## src/hw/rtl/pfre_pkg.sv

```systemverilog
// ----------------------------------------------------------------------------
// pfre_pkg - shared types and constants of the page frame store raster engine
// Command codes, the decoded command handed from front to back, and the
// status the back end reports to the front end.
// ----------------------------------------------------------------------------
package pfre_pkg;

    localparam int DEF_SCREEN_WIDTH  = 128;
    localparam int DEF_SCREEN_HEIGHT = 64;

    // request op codes
    localparam logic [2:0] OP_PIXEL       = 3'd0;
    localparam logic [2:0] OP_RECT_FILL   = 3'd1;
    localparam logic [2:0] OP_RECT_INVERT = 3'd2;
    localparam logic [2:0] OP_FILL_SCREEN = 3'd3;
    localparam logic [2:0] OP_READ_BYTE   = 3'd4;

    // decoded command kinds
    localparam logic [1:0] KIND_NOP  = 2'd0;
    localparam logic [1:0] KIND_RMW  = 2'd1;
    localparam logic [1:0] KIND_FILL = 2'd2;
    localparam logic [1:0] KIND_READ = 2'd3;

    localparam logic [7:0] BYTE_ONES    = 8'hFF;
    localparam logic [7:0] BYTE_ZERO    = 8'h00;
    localparam logic [2:0] ROW_LAST_BIT = 3'd7;

    // command queue depth, power of two
    localparam int QUEUE_DEPTH = 2;

    // read index compare width, covers the largest store (8192 bytes)
    localparam int IDX_CMP_W = 14;

    typedef struct packed {
        logic [1:0] kind;
        logic       color;
        logic       invert;
        logic [4:0] page_first;
        logic [4:0] page_last;
        logic [2:0] row_lo;      // first row bit inside page_first
        logic [2:0] row_hi;      // last row bit inside page_last
        logic [7:0] col_first;
        logic [7:0] col_last;
        logic [9:0] read_index;
    } cmd_t;

    typedef struct packed {
        logic clearing;
    } back_status_t;

endpackage

```

## src/hw/rtl/pfre_queue.sv

```systemverilog
// ----------------------------------------------------------------------------
// pfre_queue - command queue between front and back
// Small FIFO of decoded commands; lets either side stall on its own.
// ----------------------------------------------------------------------------
module pfre_queue (
    input  logic           aclk,
    input  logic           aresetn,
    input  logic           push,
    input  pfre_pkg::cmd_t push_data,
    output logic           full,
    input  logic           pop,
    output logic           pop_valid,
    output pfre_pkg::cmd_t pop_data
);
    import pfre_pkg::*;

    localparam int PTR_W = (QUEUE_DEPTH > 1) ? $clog2(QUEUE_DEPTH) : 1;
    localparam logic [PTR_W:0] DEPTH_CNT = (PTR_W + 1)'(QUEUE_DEPTH);

    cmd_t             entry_reg [QUEUE_DEPTH];
    logic [PTR_W-1:0] wr_ptr_reg;
    logic [PTR_W-1:0] wr_ptr_next;
    logic [PTR_W-1:0] rd_ptr_reg;
    logic [PTR_W-1:0] rd_ptr_next;
    logic [PTR_W:0]   count_reg;
    logic [PTR_W:0]   count_next;

    assign full      = (count_reg == DEPTH_CNT);
    assign pop_valid = (count_reg != '0);
    assign pop_data  = entry_reg[rd_ptr_reg];

    always_comb begin
        wr_ptr_next = wr_ptr_reg;
        rd_ptr_next = rd_ptr_reg;
        count_next  = count_reg;
        if (push) begin
            wr_ptr_next = PTR_W'(wr_ptr_reg + 1'b1);
        end
        if (pop) begin
            rd_ptr_next = PTR_W'(rd_ptr_reg + 1'b1);
        end
        if (push && !pop) begin
            count_next = (PTR_W + 1)'(count_reg + 1'b1);
        end else if (pop && !push) begin
            count_next = (PTR_W + 1)'(count_reg - 1'b1);
        end
    end

    always_ff @(posedge aclk) begin
        if (!aresetn) begin
            wr_ptr_reg <= '0;
            rd_ptr_reg <= '0;
            count_reg  <= '0;
        end else begin
            wr_ptr_reg <= wr_ptr_next;
            rd_ptr_reg <= rd_ptr_next;
            count_reg  <= count_next;
        end
    end

    always_ff @(posedge aclk) begin
        if (push) begin
            entry_reg[wr_ptr_reg] <= push_data;
        end
    end

endmodule

```

## config.mk

```make
export PLATFORM = sky130hd
export DESIGN_NAME = pfre_queue
export DESIGN_NICKNAME = d
export VERILOG_FILES = /design/src/hw/rtl/pfre_pkg.sv /design/src/hw/rtl/pfre_queue.sv
export SDC_FILE = /design/constraint.sdc
export NUM_CORES = 1
export LEC_CHECK = 0
export ABC_CLOCK_PERIOD_IN_PS = 4000
export BUFFER_PORTS_ARGS = -buffer_cell sky130_fd_sc_hd__buf_2
export CAP_MARGIN = 20
export CORE_ASPECT_RATIO = 0.5
export CORE_MARGIN = 2
export CORE_UTILIZATION = 51
export CTS_CLUSTER_DIAMETER = 80
export CTS_CLUSTER_SIZE = 20
export DETAILED_ROUTE_END_ITERATION = 10
export PLACE_DENSITY_LB_ADDON = 0.05
export SETUP_SLACK_MARGIN = 0.02
export SYNTH_ARGS = -nofsm -noshare
export SYNTH_HDL_FRONTEND = slang
export SYNTH_SLANG_ARGS = --single-unit
```

## constraint.sdc

```tcl
create_clock -name aclk -period 4 [get_ports aclk]
set_clock_uncertainty 0.2 [all_clocks]
set_input_delay 0.2 -clock aclk [delete_from_list [all_inputs] [get_ports aclk]]
set_output_delay 0.2 -clock aclk [all_outputs]
set_load 0.02 [all_outputs]
```

Word level (Yosys, flattened, before mapping) --
Memory sizes are Yosys's and may differ from the RTL's. A register that Yosys moved wholly into a read port is not among the register bits. Index checks and enable logic that the tools add are counted.
Storage, ports and cells: memory bits (writable) 92, memories 1, logic and storage cells 21, input bits 50, output and inout port bits 48, register bits 4
Operators by class: eq/ne operators 1, add/sub/neg operators 4, reductions and logical operators 6, multiplexer cells 6
Memories:
- entry_reg | depth 2, bits a word 46, rd ports 1, clocked after memory_dff 1, wr ports 1, line pfre_queue.sv:20 | cmd_t entry_reg [QUEUE_DEPTH];
Operators with widths (count):
- $mux W1 | 4
- $mux W2 | 2
- $reduce_bool A2 Y1 | 2
- $add A1 B1 Y1 const B | 2
- $add A2 B1 Y2 const B | 1
- $eq A2 B2 Y1 const B | 1
- $logic_and A1 B1 Y1 | 2
- $logic_not A1 Y1 | 2
- $sub A2 B1 Y2 const B | 1

Logic depth before layout (Yosys ltp) --
word-level depth 4, gate-level depth with buffers 5, mapped depth without buffers 5

Worst setup path before layout --
OpenSTA, ideal clock, no wires.
path kind reg2reg, from reg wr_ptr_reg, to mem entry_reg[0][0] in the netlist's numbering (enable), setup slack 956 ps, arrival 2387 ps, cell stages (with the launch flop) 2, clock period less this slack 3044 ps, cell sequence dfxtp_1 nor2b_1
RTL lines:
- from (decl) | line pfre_queue.sv:21 | logic [PTR_W-1:0] wr_ptr_reg;
- from (signal assigned) | line pfre_queue.sv:55 | wr_ptr_reg <= wr_ptr_next;
- to (decl) | line pfre_queue.sv:20
Straight into the memory's write port.

==> results by group <==
Run status
  • Status: finished, final reports clean

Synthesis
  • Net Count, Synth: 216
  • Post-Syn Area: 3555 um^2
  • Number of synthesis warnings: 0
  • Netlist cell types: 17
  • Top post-synthesis cells by area: edfxtp_1 (78%), mux2_2 (15%), dfxtp_1 (2.8%)
  • Sequential share of the synthesized area: 0.8054
  • Yosys top cell area share: 0.7772
  • Ys flop type: edfxtp_1
  • Leading area contributor after synthesis: edfxtp_1
  • Synth top cells by count: edfxtp_1 (92), mux2_2 (46), dfxtp_1 (5)
  • Flops & latches, synth: 97
  • Post-synth EDFFs: 92
  • Avg Inst Size Synth: 21.54 um^2
  • Most frequent cell after synthesis: edfxtp_1
  • Async set-reset flop share out of synthesis: 0
  • Cells after Synth: 165

STA
  • Setup TNS: 0 ns
  • Tcrit/Tclk final: 0.5269
  • Max-slew headroom: 0.3302
  • Max Freq: 474.5 MHz
  • Setup WS post-layout: 1.892 ns
  • Slew @ Worst Pin: 1.003 ns
  • Final count of hold timing violations: 0
  • # setup viols final: 0
  • Fin crit period: 2.108 ns
  • RSZ-0062 raised after global routing: no
  • Pins over their slew limit: 0

Global route
  • First-pass GRT wire length: 9666 um
  • Number of global-route vias before repair: 2172
  • GRT Util Overall: 0.1728
  • Antenna violations before repair: 0
  • Grt ovf: 0
  • Largest net degree at the start of global routing: 47

Detailed routing
  • Drt wl/cell: 14.91 um
  • M1 wire length: 2592 um
  • Top Metal Used: met4
  • Routed wl met2: 3154 um
  • Initial drt markers: 132
  • WL met3: 395 um
  • DRT Wirelength: 6188 um
  • Post-route ant nets: 0
  • DR pass1 iterations: 5
  • Residual DRC: 0
  • Via count: 1975
  • Drt via density: 4.759

Worst setup path
  • Depth of the most critical reg-to-reg path: 2
  • Slowest CP cell: dfxtp_2
  • Worst Path Required: 3.60 ns
  • Critical path capture point type: primary output
  • Critical path class: reg -> out
  • Reg2Reg Setup Slack: 2.00 ns
  • Critical path cell sequence: buf_12, mux2_2, buf_2
  • Delay-heaviest family, CP: flip-flops
  • Startpoint types: register
  • Biggest cell delay along the critical path: 0.54 ns
  • Worst R2R End: entry_reg[0][38]
  • Crit path max fanout: 34
  • Worst Path Buf+Inv: 2
  • CP Data Arrival Time: 1.71 ns
  • Critical R2R Launch: wr_ptr_reg

Final layout
  • Max reg flops: 92
  • Nets: 369
  • Ant. Diodes: 0
  • Final Util: 0.7331
  • Register Area: 2864 um^2
  • Post-Layout Inst Area: 4931 um^2
  • Layout area overhead: 38.72%
  • Fillers: 450
  • Multi-input gate area: 644.4 um^2
  • Layout cell share with drive strength beyond 1: 0.5108

Min path
  • Hold Path Origin: pop
  • Hold depth: 3
  • Hold crit path type: in -> reg

Floorplan
  • Row count: 21
  • Die Y: 63.04 um
  • Top-Level Pins: 98
  • Starting Density: 0.5285
  • Die width: 122.1 um
  • Core footprint: 6726 um^2
  • Die ar.: 7694 um^2

Place
  • DP Area: 4120 um^2
  • Post-detail-place hpwl: 3566 um
  • DP Worst Slack: 1.908 ns
  • RePlAce Congestion: 0.7322
  • IO buf count: 97

Clocking
  • Sink Count: 97
  • Maximum clock path buffer count: 2
  • Skew-Pair Late Insertion Delay: 0.33 ns
  • Root buffer cell: clkbuf_16
  • Post-cts resize count: 0
  • CTS buffer count: 9
  • Worst-path clk slew: 0.06 ns
  • CTS tree: yes
  • H-tree Lvls: 3
  • Postcts setup bufs: 0
  • CTS Hold Buffers Added: 47

Power
  • PwrDens: 474.2 nW/um^2
  • Max rail drop VDD: 0.3456 mV
  • Leakage: 1.894 nW
  • Final Power: 2.339 mW

Job
  • Max cap viols: 0
==> routing by layer <==
layer	global-route usage	vias up
met2	0.2975	57
met1	0.1890	960
li1	-	952
met4	0.05603	0
met3	0.08303	6
met5	0	-
==> area by class of cell <==
| cell class | instances | share of cell area |
|---|---|---|
| Sequential cell | 97 | 0.5808 |
| Timing Repair Buffer | 147 | 0.2035 |
| Multi-Input combinational cell | 62 | 0.1307 |
| Clock buffer | 13 | 0.05278 |
| Tap cell | 92 | 0.02334 |
| Clock inverter | 3 | 0.008120 |
| Inverter | 1 | 0.0007612 |
==> tightest hold or removal path, stage by stage <==
cell and delay, ns:
buf_2 0.10, xor2_1 0.06, and2_1 0.15
==> worst max path at each step <==
stage	startpoint	endpoint	slack [ns]	cells after the start
6_report	register	pop_data[9]	1.89	3
5_1_grt	register	pop_data[9]	1.80	3
4_1_cts	register	pop_data[9]	1.53	2
3_5_place_dp	register	pop_data[9]	1.91	2
3_3_place_gp	register	pop_data[9]	1.92	2
2_1_floorplan	wr_ptr_reg	entry_reg[0][0]	0.96	1
==> placed cells by master (no fill, tap or decap), drive strengths merged <==
master,netlist,routed
a21boi,1,1
and2,4,4
and2b,1,1
buf,5,100
bufinv,0,1
clkbuf,0,13
clkinv,0,2
dfxtp,5,5
dlygate4sd3,0,47
edfxtp,92,92
ha,1,1
inv,1,1
mux2,46,46
nor2b,2,2
o21a,1,1
o21ai,1,1
or2,1,1
or3,1,1
xnor2,1,1
xor2,2,2
==> where the power goes <==
group	switching, mW	total (mW)	internal [mW]
Combinational	0.157	0.303	0.146
Clock	0.327	0.844	0.516
Sequential	0.0193	1.19	1.17
==> logic make-up (layout without fill, tap and decap cells) <==
kind of cell / Yosys count / after routing / synth area share
DFF: 97 / 97 / 0.8054
muxes: 46 / 46 / 0.1457
and+or+nand+nor: 9 / 9 / 0.01654
buffers and inverters: 6 / 164 / 0.01584
AOI/OAI and AO/OA: 3 / 3 / 0.005632
xor gates and xnor gates: 3 / 3 / 0.007393
adders and majority gates: 1 / 1 / 0.003519
==> through the flow <==
step,instances,hold WS [ns]
after floorplan,165,0.09887
after global placement,350,0.1883
after detailed placement,350,0.1910
after CTS,413,0.003774
after global routing,415,0.01085
final,415,0.02087
Note: power is estimated with default switching activity, not from simulation.
