**src/hw/rtl/pfre_pkg.sv**
```systemverilog
// ----------------------------------------------------------------------------
// pfre_pkg - shared types and constants of the page frame store raster engine
// Command codes, the decoded command handed from front to back, and the
// status the back end reports to the front end.
// ----------------------------------------------------------------------------
package pfre_pkg;

    localparam int DEF_SCREEN_WIDTH  = 128;
    localparam int DEF_SCREEN_HEIGHT = 64;

    // request op codes
    localparam logic [2:0] OP_PIXEL       = 3'd0;
    localparam logic [2:0] OP_RECT_FILL   = 3'd1;
    localparam logic [2:0] OP_RECT_INVERT = 3'd2;
    localparam logic [2:0] OP_FILL_SCREEN = 3'd3;
    localparam logic [2:0] OP_READ_BYTE   = 3'd4;

    // decoded command kinds
    localparam logic [1:0] KIND_NOP  = 2'd0;
    localparam logic [1:0] KIND_RMW  = 2'd1;
    localparam logic [1:0] KIND_FILL = 2'd2;
    localparam logic [1:0] KIND_READ = 2'd3;

    localparam logic [7:0] BYTE_ONES    = 8'hFF;
    localparam logic [7:0] BYTE_ZERO    = 8'h00;
    localparam logic [2:0] ROW_LAST_BIT = 3'd7;

    // command queue depth, power of two
    localparam int QUEUE_DEPTH = 2;

    // read index compare width, covers the largest store (8192 bytes)
    localparam int IDX_CMP_W = 14;

    typedef struct packed {
        logic [1:0] kind;
        logic       color;
        logic       invert;
        logic [4:0] page_first;
        logic [4:0] page_last;
        logic [2:0] row_lo;      // first row bit inside page_first
        logic [2:0] row_hi;      // last row bit inside page_last
        logic [7:0] col_first;
        logic [7:0] col_last;
        logic [9:0] read_index;
    } cmd_t;

    typedef struct packed {
        logic clearing;
    } back_status_t;

endpackage

```
**src/hw/rtl/pfre_front.sv**
```systemverilog
// ----------------------------------------------------------------------------
// pfre_front - request decode and clipping
// Turns a request into a clipped command: page span, row bits at both ends,
// column span, or a read / fill / no-op.
// ----------------------------------------------------------------------------
module pfre_front #(
    parameter int SCREEN_WIDTH  = pfre_pkg::DEF_SCREEN_WIDTH,
    parameter int SCREEN_HEIGHT = pfre_pkg::DEF_SCREEN_HEIGHT
) (
    input  logic                  s_valid,
    output logic                  s_ready,
    input  logic [2:0]            s_op,
    input  logic [7:0]            s_pos_x,
    input  logic [7:0]            s_pos_y,
    input  logic [7:0]            s_rect_width,
    input  logic [7:0]            s_rect_height,
    input  logic                  s_color,
    input  logic [9:0]            s_read_index,
    input  logic                  q_full,
    input  pfre_pkg::back_status_t status,
    output logic                  push,
    output pfre_pkg::cmd_t        push_cmd
);
    import pfre_pkg::*;

    localparam int PAGE_COUNT  = (SCREEN_HEIGHT + 7) / 8;
    localparam int STORE_BYTES = SCREEN_WIDTH * PAGE_COUNT;
    localparam logic [8:0] WIDTH_LIM  = 9'(SCREEN_WIDTH);
    localparam logic [8:0] HEIGHT_LIM = 9'(SCREEN_HEIGHT);
    localparam logic [IDX_CMP_W-1:0] STORE_LIM = IDX_CMP_W'(STORE_BYTES);

    logic [7:0] w_eff;
    logic [7:0] h_eff;
    logic [8:0] x_sum;
    logic [8:0] y_sum;
    logic [8:0] x_end;
    logic [8:0] y_end;
    logic [7:0] x_last;
    logic [7:0] y_last;
    logic       clipped_out;
    logic       ridx_ok;

    assign s_ready = !q_full && !status.clearing;
    assign push    = s_valid && s_ready;

    always_comb begin
        w_eff = (s_op == OP_PIXEL) ? 8'd1 : s_rect_width;
        h_eff = (s_op == OP_PIXEL) ? 8'd1 : s_rect_height;
        x_sum = {1'b0, s_pos_x} + {1'b0, w_eff};
        y_sum = {1'b0, s_pos_y} + {1'b0, h_eff};
        x_end = (x_sum > WIDTH_LIM) ? WIDTH_LIM : x_sum;
        y_end = (y_sum > HEIGHT_LIM) ? HEIGHT_LIM : y_sum;
        x_last = 8'(x_end - 9'd1);
        y_last = 8'(y_end - 9'd1);
        clipped_out = ({1'b0, s_pos_x} >= WIDTH_LIM) || ({1'b0, s_pos_y} >= HEIGHT_LIM) ||
                      (w_eff == 8'd0) || (h_eff == 8'd0);
        ridx_ok = IDX_CMP_W'(s_read_index) < STORE_LIM;

        push_cmd            = '0;
        push_cmd.color      = s_color;
        push_cmd.page_first = s_pos_y[7:3];
        push_cmd.page_last  = y_last[7:3];
        push_cmd.row_lo     = s_pos_y[2:0];
        push_cmd.row_hi     = y_last[2:0];
        push_cmd.col_first  = s_pos_x;
        push_cmd.col_last   = x_last;
        push_cmd.read_index = s_read_index;

        case (s_op)
            OP_PIXEL, OP_RECT_FILL: begin
                push_cmd.kind = clipped_out ? KIND_NOP : KIND_RMW;
            end
            OP_RECT_INVERT: begin
                push_cmd.kind   = clipped_out ? KIND_NOP : KIND_RMW;
                push_cmd.invert = 1'b1;
            end
            OP_FILL_SCREEN: begin
                push_cmd.kind = KIND_FILL;
            end
            OP_READ_BYTE: begin
                push_cmd.kind = ridx_ok ? KIND_READ : KIND_NOP;
            end
            default: begin
                push_cmd.kind = KIND_NOP;
            end
        endcase
    end

endmodule

```
**config.mk**
```make
export PLATFORM = sky130hd
export DESIGN_NAME = pfre_front
export DESIGN_NICKNAME = d
export VERILOG_FILES = /design/src/hw/rtl/pfre_pkg.sv /design/src/hw/rtl/pfre_front.sv
export SDC_FILE = /design/constraint.sdc
export NUM_CORES = 1
export LEC_CHECK = 0
export BUFFER_PORTS_ARGS = -buffer_cell sky130_fd_sc_hd__buf_2
export CAP_MARGIN = 20
export CORE_MARGIN = 2
export CORE_UTILIZATION = 35
export DETAILED_ROUTE_END_ITERATION = 10
export PLACE_DENSITY = 0.67
export SLEW_MARGIN = 20
export SYNTH_ARGS = -nofsm -noshare
export SYNTH_HDL_FRONTEND = slang
export SYNTH_SLANG_ARGS = --single-unit
```
**constraint.sdc**
```tcl
create_clock -name vclk -period 5
set_input_delay 0.5 -clock vclk [all_inputs]
set_output_delay 0.5 -clock vclk [all_outputs]
set_load 0.05 [all_outputs]
```
## Yosys cells after proc, flatten, opt, wreduce, memory -nomap -nowiden

Cells that the tools add are included.

| word-level totals | value |
|---|---|
| register bits | 0 |
| input bits | 49 |
| output and inout port bits | 48 |

| operators by class | value |
|---|---|
| add/subtract/negate cells | 4 |
| order comparisons | 4 |
| equality and inequality tests | 4 |
| mux-type cells | 7 |
| reductions and logical operators | 11 |

Operator list:

| operator | number |
|---|---|
| 8-bit 2-to-1 mux | 4 |
| 8-bit by 8-bit adder with 9-bit output | 2 |
| 8-bit logical NOT | 2 |
| 8-bit by 1-bit subtractor with 8-bit output (second input constant) | 2 |
| 9-bit by 7-bit greater-than comparator with 1-bit output (second input constant) | 1 |
| 9-bit by 8-bit greater-than comparator with 1-bit output (second input constant) | 1 |
| 8-bit by 7-bit greater-or-equal comparator with 1-bit output (second input constant) | 1 |
| 8-bit greater-or-equal comparator (second input constant) | 1 |
| 3-bit by 2-bit equality test with 1-bit output (second input constant) | 2 |
| 2-bit one-hot mux with 3 select lines | 1 |
| 3-bit by 1-bit equality test with 1-bit output (second input constant) | 1 |
| 3-bit equality test (second input constant) | 1 |
| 3-bit logical NOT | 1 |
| 1-bit logical OR | 3 |
| 3-bit OR reduction | 1 |
| 1-bit logical AND | 2 |
| 1-bit logical NOT | 2 |
| 1-bit 2-to-1 mux | 2 |

## Logic depth before layout (Yosys ltp)

Gate-level depths: netlist of run 1.

| depth | value |
|---|---|
| word-level depth | 7 |
| mapped depth | 16 |
| mapped depth without buffers | 16 |

## Worst setup path before layout of run 1

OpenSTA, ideal clock, no wires.

| timing path | value |
|---|---|
| path type | input -> output |
| start | input s_op[2] |
| end | output push_cmd[14] (netlist name) |
| arrival time | 5043 ps |
| setup slack | -543 ps |
| stages on the path | 15 |
| cells stage by stage | nor3_1 or2_2 ha_1 inv_1 fa_1 or2b_2 or4_4 a221oi_4 or2_2 nand3_1 ha_1 inv_1 o31a_1 o211ai_1 a22oi_1 |

RTL lines:

| item | RTL line | source |
|---|---|---|
| start: declaration | pfre_front.sv:12 | `input logic [2:0] s_op,` |
| end: declaration | pfre_front.sv:22 | `output pfre_pkg::cmd_t push_cmd` |

==> results of run 1 <==
-- power groups by stage --
stage	logic [mW]	registers [mW]	clock network, mW
finish	0.460	0	0
global route	0.498	0	0
CTS	0.455	0	0
detailed placement	0.453	0	0
global placement	0.450	0	0
floorplan	0.387	0	0
-- cell type report --
type,instances,area share
Timing Repair Buffer,80,0.218
Inverter,9,0.0175
Multi-Input combinational cell,185,0.731
Tap cell,52,0.0338
-- cells in the final DEF (no fill, tap or decap), types with 4 or more instances in the layout --
master	synthesis	final
nor2_1	17	17
xnor2_1	9	9
a21oi_1	5	4
xor2_1	6	6
nor3_1	8	6
o21ai_0	8	8
nand2_1	9	9
nor2b_1	15	15
or2_2	4	4
nor4_1	7	7
nand3b_1	6	6
inv_1	9	9
ha_1	18	17
a21o_1	5	5
buf_4	27	6
o21a_1	4	4
buf_2	0	72
nand3_1	8	7
o211ai_1	8	8
-- critical path, stage by stage --
cell      delay [ps]
buf_2            140
nor3_4           180
or2_2            140
ha_1             170
inv_1             60
fa_1             490
or2b_2           320
or4_4            530
a221oi_4         350
o21ai_2          100
or2_2            280
ha_1             220
inv_1            120
nor2_1            80
nor4_1           190
o32a_1           180
clkbuf_4         220
-- path summary, 6_finish.rpt --
check      endpoint  slack (ps)  depth (start not counted)             from
max    push_cmd[16]         230                         17          s_op[2]
min     push_cmd[3]        1000                          0  s_read_index[3]
-- what timing repair did --
action | 4_1_cts | 5_1_grt
hold endpoints to repair | 0 | 0
endpoints found under the setup margin | 0 | 4
setup buffers | 0 | 1
resized for setup | 0 | 6
-- per-layer routing --
layer  GRT usage  part of all wire
met3     0.00139             0.046
met4     0.00629                 0
met5           0                 0
met2       0.234              0.46
met1       0.204              0.49
-- kinds of logic after synthesis --
group / count (synthesis)
XOR/XNOR: 15
AO/OA/AOI/OAI: 55
AND/OR/NAND/NOR: 94
adder cells (fa/ha/maj): 20
multiplexers: 1
buffers and inverters: 40
-- stage by stage --
step           hold WS [ps]  std cells  area [um^2]  worst slack, ps
2_1_floorplan          1170        225         1650             46.9
6_report               1000        326         1930              233
5_1_grt                1000        326         1930             15.5
3_3_place_gp           1000        325         1900              139
3_5_place_dp           1000        325         1900             88.1
4_1_cts                1000        325         1900             71.0
==> metrics.txt, run 1 <==
Slew HR=0.635; Slew Limit Fails=0; RSZ-0062 raised after global routing=false; Initial Utilization=0.367; die height=72.1 um; drt first pass iters=4; GP Congestion=0.826; post-synthesis cell count=225; NumNets Final=345; FF+latch area=0 um^2; GRT Overall Usage=0.138; Antenna diodes=0; distinct cell type count of the synthesized netlist=54; DRT Wirelength=3.92 mm; Total Neg Setup Slack=0 ps; Synth Cell Area=0.00162 mm^2; proportion of power drawn by the clock network=0; Max-cap violations=0; DIE WIDTH=72.1 um; number of global-route vias before repair=1400; layout cells sized above 1=0.380; endpoints failing hold=0; initial DRC count=34; Seq pwr share=0; port bufs=75; Final period util=0.953; Logic pwr share=1.000; area share of fa/ha/maj cells after synthesis=0.164; YS warnings=0; Hold WC Path Type=in -> out; clock buffer count=0; switching share of power=0.662; Avg WL per Cell=12.0 um; Tot Pwr=0.460 mW; top cell type's share of synthesized area=0.139; CP required=4500 ps; compound-gate portion of the synthesized area=0.263; initial antenna violation count=0; Total Die Area=0.00519 mm^2; largest cells by area after synthesis=ha_1 (14%), buf_4 (13%), nor2b_1 (5.8%); Net Count, Synth=294; mux contribution to synthesized area=0.00617; first-pass GRT wire length=6.08 mm; most numerous cell in the Yosys netlist=buf_4; Leak Pwr=0.904 nW; Post-Synth XOR/XNOR Area=0.0810; number of routed nets with antenna violations=0; main combinational cell family by area after synthesis=simple AND/OR/NAND/NOR gates; via count=1753; simple-gate area share of the yosys netlist=0.331; Crit Path Class=in -> out; fmax=0.210 GHz; Period minus WS final=4770 ps; Final Util=0.437; slew of the pin with the lowest slew margin=543 ps; DPL Wire Length=3.46 mm; Synth-to-Final Area Change=18.8%; synth cell count leaders=buf_4 (27), ha_1 (18), nor2_1 (17); Via density=5.38; Final setup viols=0; DRC errors left=0; Multi-input gate area=0.00141 mm^2; worst-path maximum fanout=6; sequential-to-total area share from yosys stat=0; Worst setup EP type=output pin; status=completed; Yosys top cell by area=ha_1; Hold-fix buffers, CTS=0; Seq cells=0; PD cells=239 mW/mm^2; NetSw=0.305 mW; arrival time worst endpoint=4270 ps; total grt overflow=0; area of the core=0.00441 mm^2; Syn Area/Cell=7.21 um^2; P_int=0.156 mW; fillers=442; Startpoint Class=primary input; top-level I/O count=97; largest net degree at the start of global routing=16; Peak VDD IR=0.118 mV; FP Rows=24
(Power assumes the default switching activity.)
==> inputs of run 2 (changes only) <==
--- a/config.mk
+++ b/config.mk
@@ -8,9 +8,9 @@
 export BUFFER_PORTS_ARGS = -buffer_cell sky130_fd_sc_hd__buf_2
 export CAP_MARGIN = 20
 export CORE_MARGIN = 2
-export CORE_UTILIZATION = 35
+export CORE_UTILIZATION = 46
 export DETAILED_ROUTE_END_ITERATION = 10
-export PLACE_DENSITY = 0.67
+export PLACE_DENSITY = 0.84
 export SLEW_MARGIN = 20
 export SYNTH_ARGS = -nofsm -noshare
 export SYNTH_HDL_FRONTEND = slang
==> metrics.txt, run 2 (synthesis results as in run 1) <==
Hold WC Path Type=in -> out (unchanged); commonest cells after routing, fill and taps aside=buf_2 (73), nor2_1 (17), ha_1 (17) (was buf_2 (72), nor2_1 (17), ha_1 (17)); Crit Path Class=in -> out (unchanged); NumNets Final=347 (was 345); setup ws final=237 ps (was 233 ps); number of global-route vias before repair=1509 (was 1400); worst-path maximum fanout=6 (unchanged); port bufs=75 (unchanged); arrival time worst endpoint=4260 ps (was 4270 ps); Logic pwr share=1.000 (about the same); Final period util=0.953 (about the same); Total Neg Setup Slack=0 ps (unchanged); number of routed nets with antenna violations=0 (unchanged); initial DRC count=51 (was 34); Worst setup EP type=output pin (unchanged); FF+latch area=0 um^2 (unchanged); GP Congestion=0.852 (was 0.826); P_int=0.156 mW (about the same); top-level I/O count=97 (unchanged); largest net degree at the start of global routing=16 (unchanged); clock buffer count=0 (unchanged); Leak Pwr=0.913 nW (was 0.904 nW); total grt overflow=0 (unchanged); Slew HR=0.633 (was 0.635); non-filler cells, final=322 (was 326); Tot Pwr=0.464 mW (was 0.460 mW); fmax=0.210 GHz (about the same); first-pass GRT wire length=6.32 mm (was 6.08 mm); PD cells=240 mW/mm^2 (was 239 mW/mm^2); status=completed (unchanged); fillers=355 (was 442); Startpoint Class=primary input (unchanged); Avg WL per Cell=12.2 um (was 12.0 um); Seq cells=0 (unchanged); slew of the pin with the lowest slew margin=545 ps (was 543 ps); switching share of power=0.663 (was 0.662); Period minus WS final=4760 ps (was 4770 ps); layout cells sized above 1=0.388 (was 0.380); Peak VDD IR=0.138 mV (was 0.118 mV); family with the most delay on the worst path=simple AND/OR/NAND/NOR gates (unchanged); Post-Place Worst Slack=61.5 ps (was 88.1 ps); endpoints failing hold=0 (unchanged); RSZ-0062 raised after global routing=false (unchanged); Max-cap violations=0 (unchanged); Buf/Inv on CP=4 (unchanged); Synth-to-Final Area Change=19.5% (was 18.8%); via count=1778 (was 1753); proportion of power drawn by the clock network=0 (about the same); Final setup viols=0 (unchanged); initial antenna violation count=0 (unchanged); Hold-fix buffers, CTS=0 (unchanged); GRT Overall Usage=0.180 (was 0.138); DPL Wire Length=3.36 mm (was 3.46 mm); CP required=4500 ps (about the same); post-placement cell count=319 (was 325); NetSw=0.308 mW (was 0.305 mW); Final Util=0.576 (was 0.437); most common cell after layout, fill and taps aside=buf_2 (unchanged); CP max stage delay=520 ps (was 530 ps); Multi-input gate area=0.00141 mm^2 (about the same); DRC errors left=0 (unchanged); FP Rows=21 (was 24); area of the core=0.00336 mm^2 (was 0.00441 mm^2); Crit-path slowest cell=or4_4 (unchanged); Via density=5.52 (was 5.38); CP Cell Sequence=buf_2 -> nor3_4 -> or2_2 -> ha_1 -> inv_1 -> fa_1 -> or2b_2 -> or4_4 -> a221oi_4 -> o21ai_2 -> or2_2 -> ha_1 -> inv_1 -> o31a_1 -> o211ai_1 -> a22oi_2 -> buf_2 (was buf_2 -> nor3_4 -> or2_2 -> ha_1 -> inv_1 -> fa_1 -> or2b_2 -> or4_4 -> a221oi_4 -> o21ai_2 -> or2_2 -> ha_1 -> inv_1 -> nor2_1 -> nor4_1 -> o32a_1 -> clkbuf_4); DRT Wirelength=3.94 mm (was 3.92 mm); Antenna diodes=0 (unchanged); Initial Utilization=0.482 (was 0.367); drt first pass iters=4 (unchanged); die height=63.4 um (was 72.1 um); Seq pwr share=0 (about the same); DIE WIDTH=63.4 um (was 72.1 um); Slew Limit Fails=0 (unchanged); Total Die Area=0.00402 mm^2 (was 0.00519 mm^2)
-- run 2: changes by cell type in the layout (fill, tap and decap cells not counted), sizes merged --
cell / change
buf: +2
-- run 2: metal layers --
metal / GRT usage / wire (um) / up-vias
li1: - / - / 908
met1: 0.250 / 1730 / 803
met2: 0.322 / 1930 / 65
met3: 0.00714 / 263 / 2
met4: 0.0109 / 6 / 0
met5: 0 / 0 / -
-- run 2: power by group through the flow --
stage	Clock (mW)	Combinational [mW]	Sequential, mW
6_report	0	0.464	0
5_1_grt	0	0.500	0
3_5_place_dp	0	0.454	0
3_3_place_gp	0	0.446	0
4_1_cts	0	0.455	0
2_1_floorplan	0	0.387	0
-- run 2: final timing paths --
check             from      endpoint  slack [ps]  cells past startpoint
max            s_op[2]  push_cmd[14]         240                     17
min    s_read_index[2]   push_cmd[2]        1000                      0
-- run 2: layout make-up --
class,instances,area share
Multi-Input combinational cell,185,0.730
Inverter,9,0.0174
Timing Repair Buffer,82,0.223
Tap cell,46,0.0297
-- run 2: metrics by stage --
step	hold slack (ps)	instance area [um^2]
floorplan	1170	1650
global placement	1000	1900
detailed placement	1000	1900
CTS	1000	1900
global route	1000	1940
finish	1000	1940
-- run 2: what timing repair did --
| item | 4_1_cts | 5_1_grt |
|---|---|---|
| setup buffers | 0 | 3 |
| resized for setup | 0 | 6 |
| endpoints found under the setup margin | 0 | 3 |
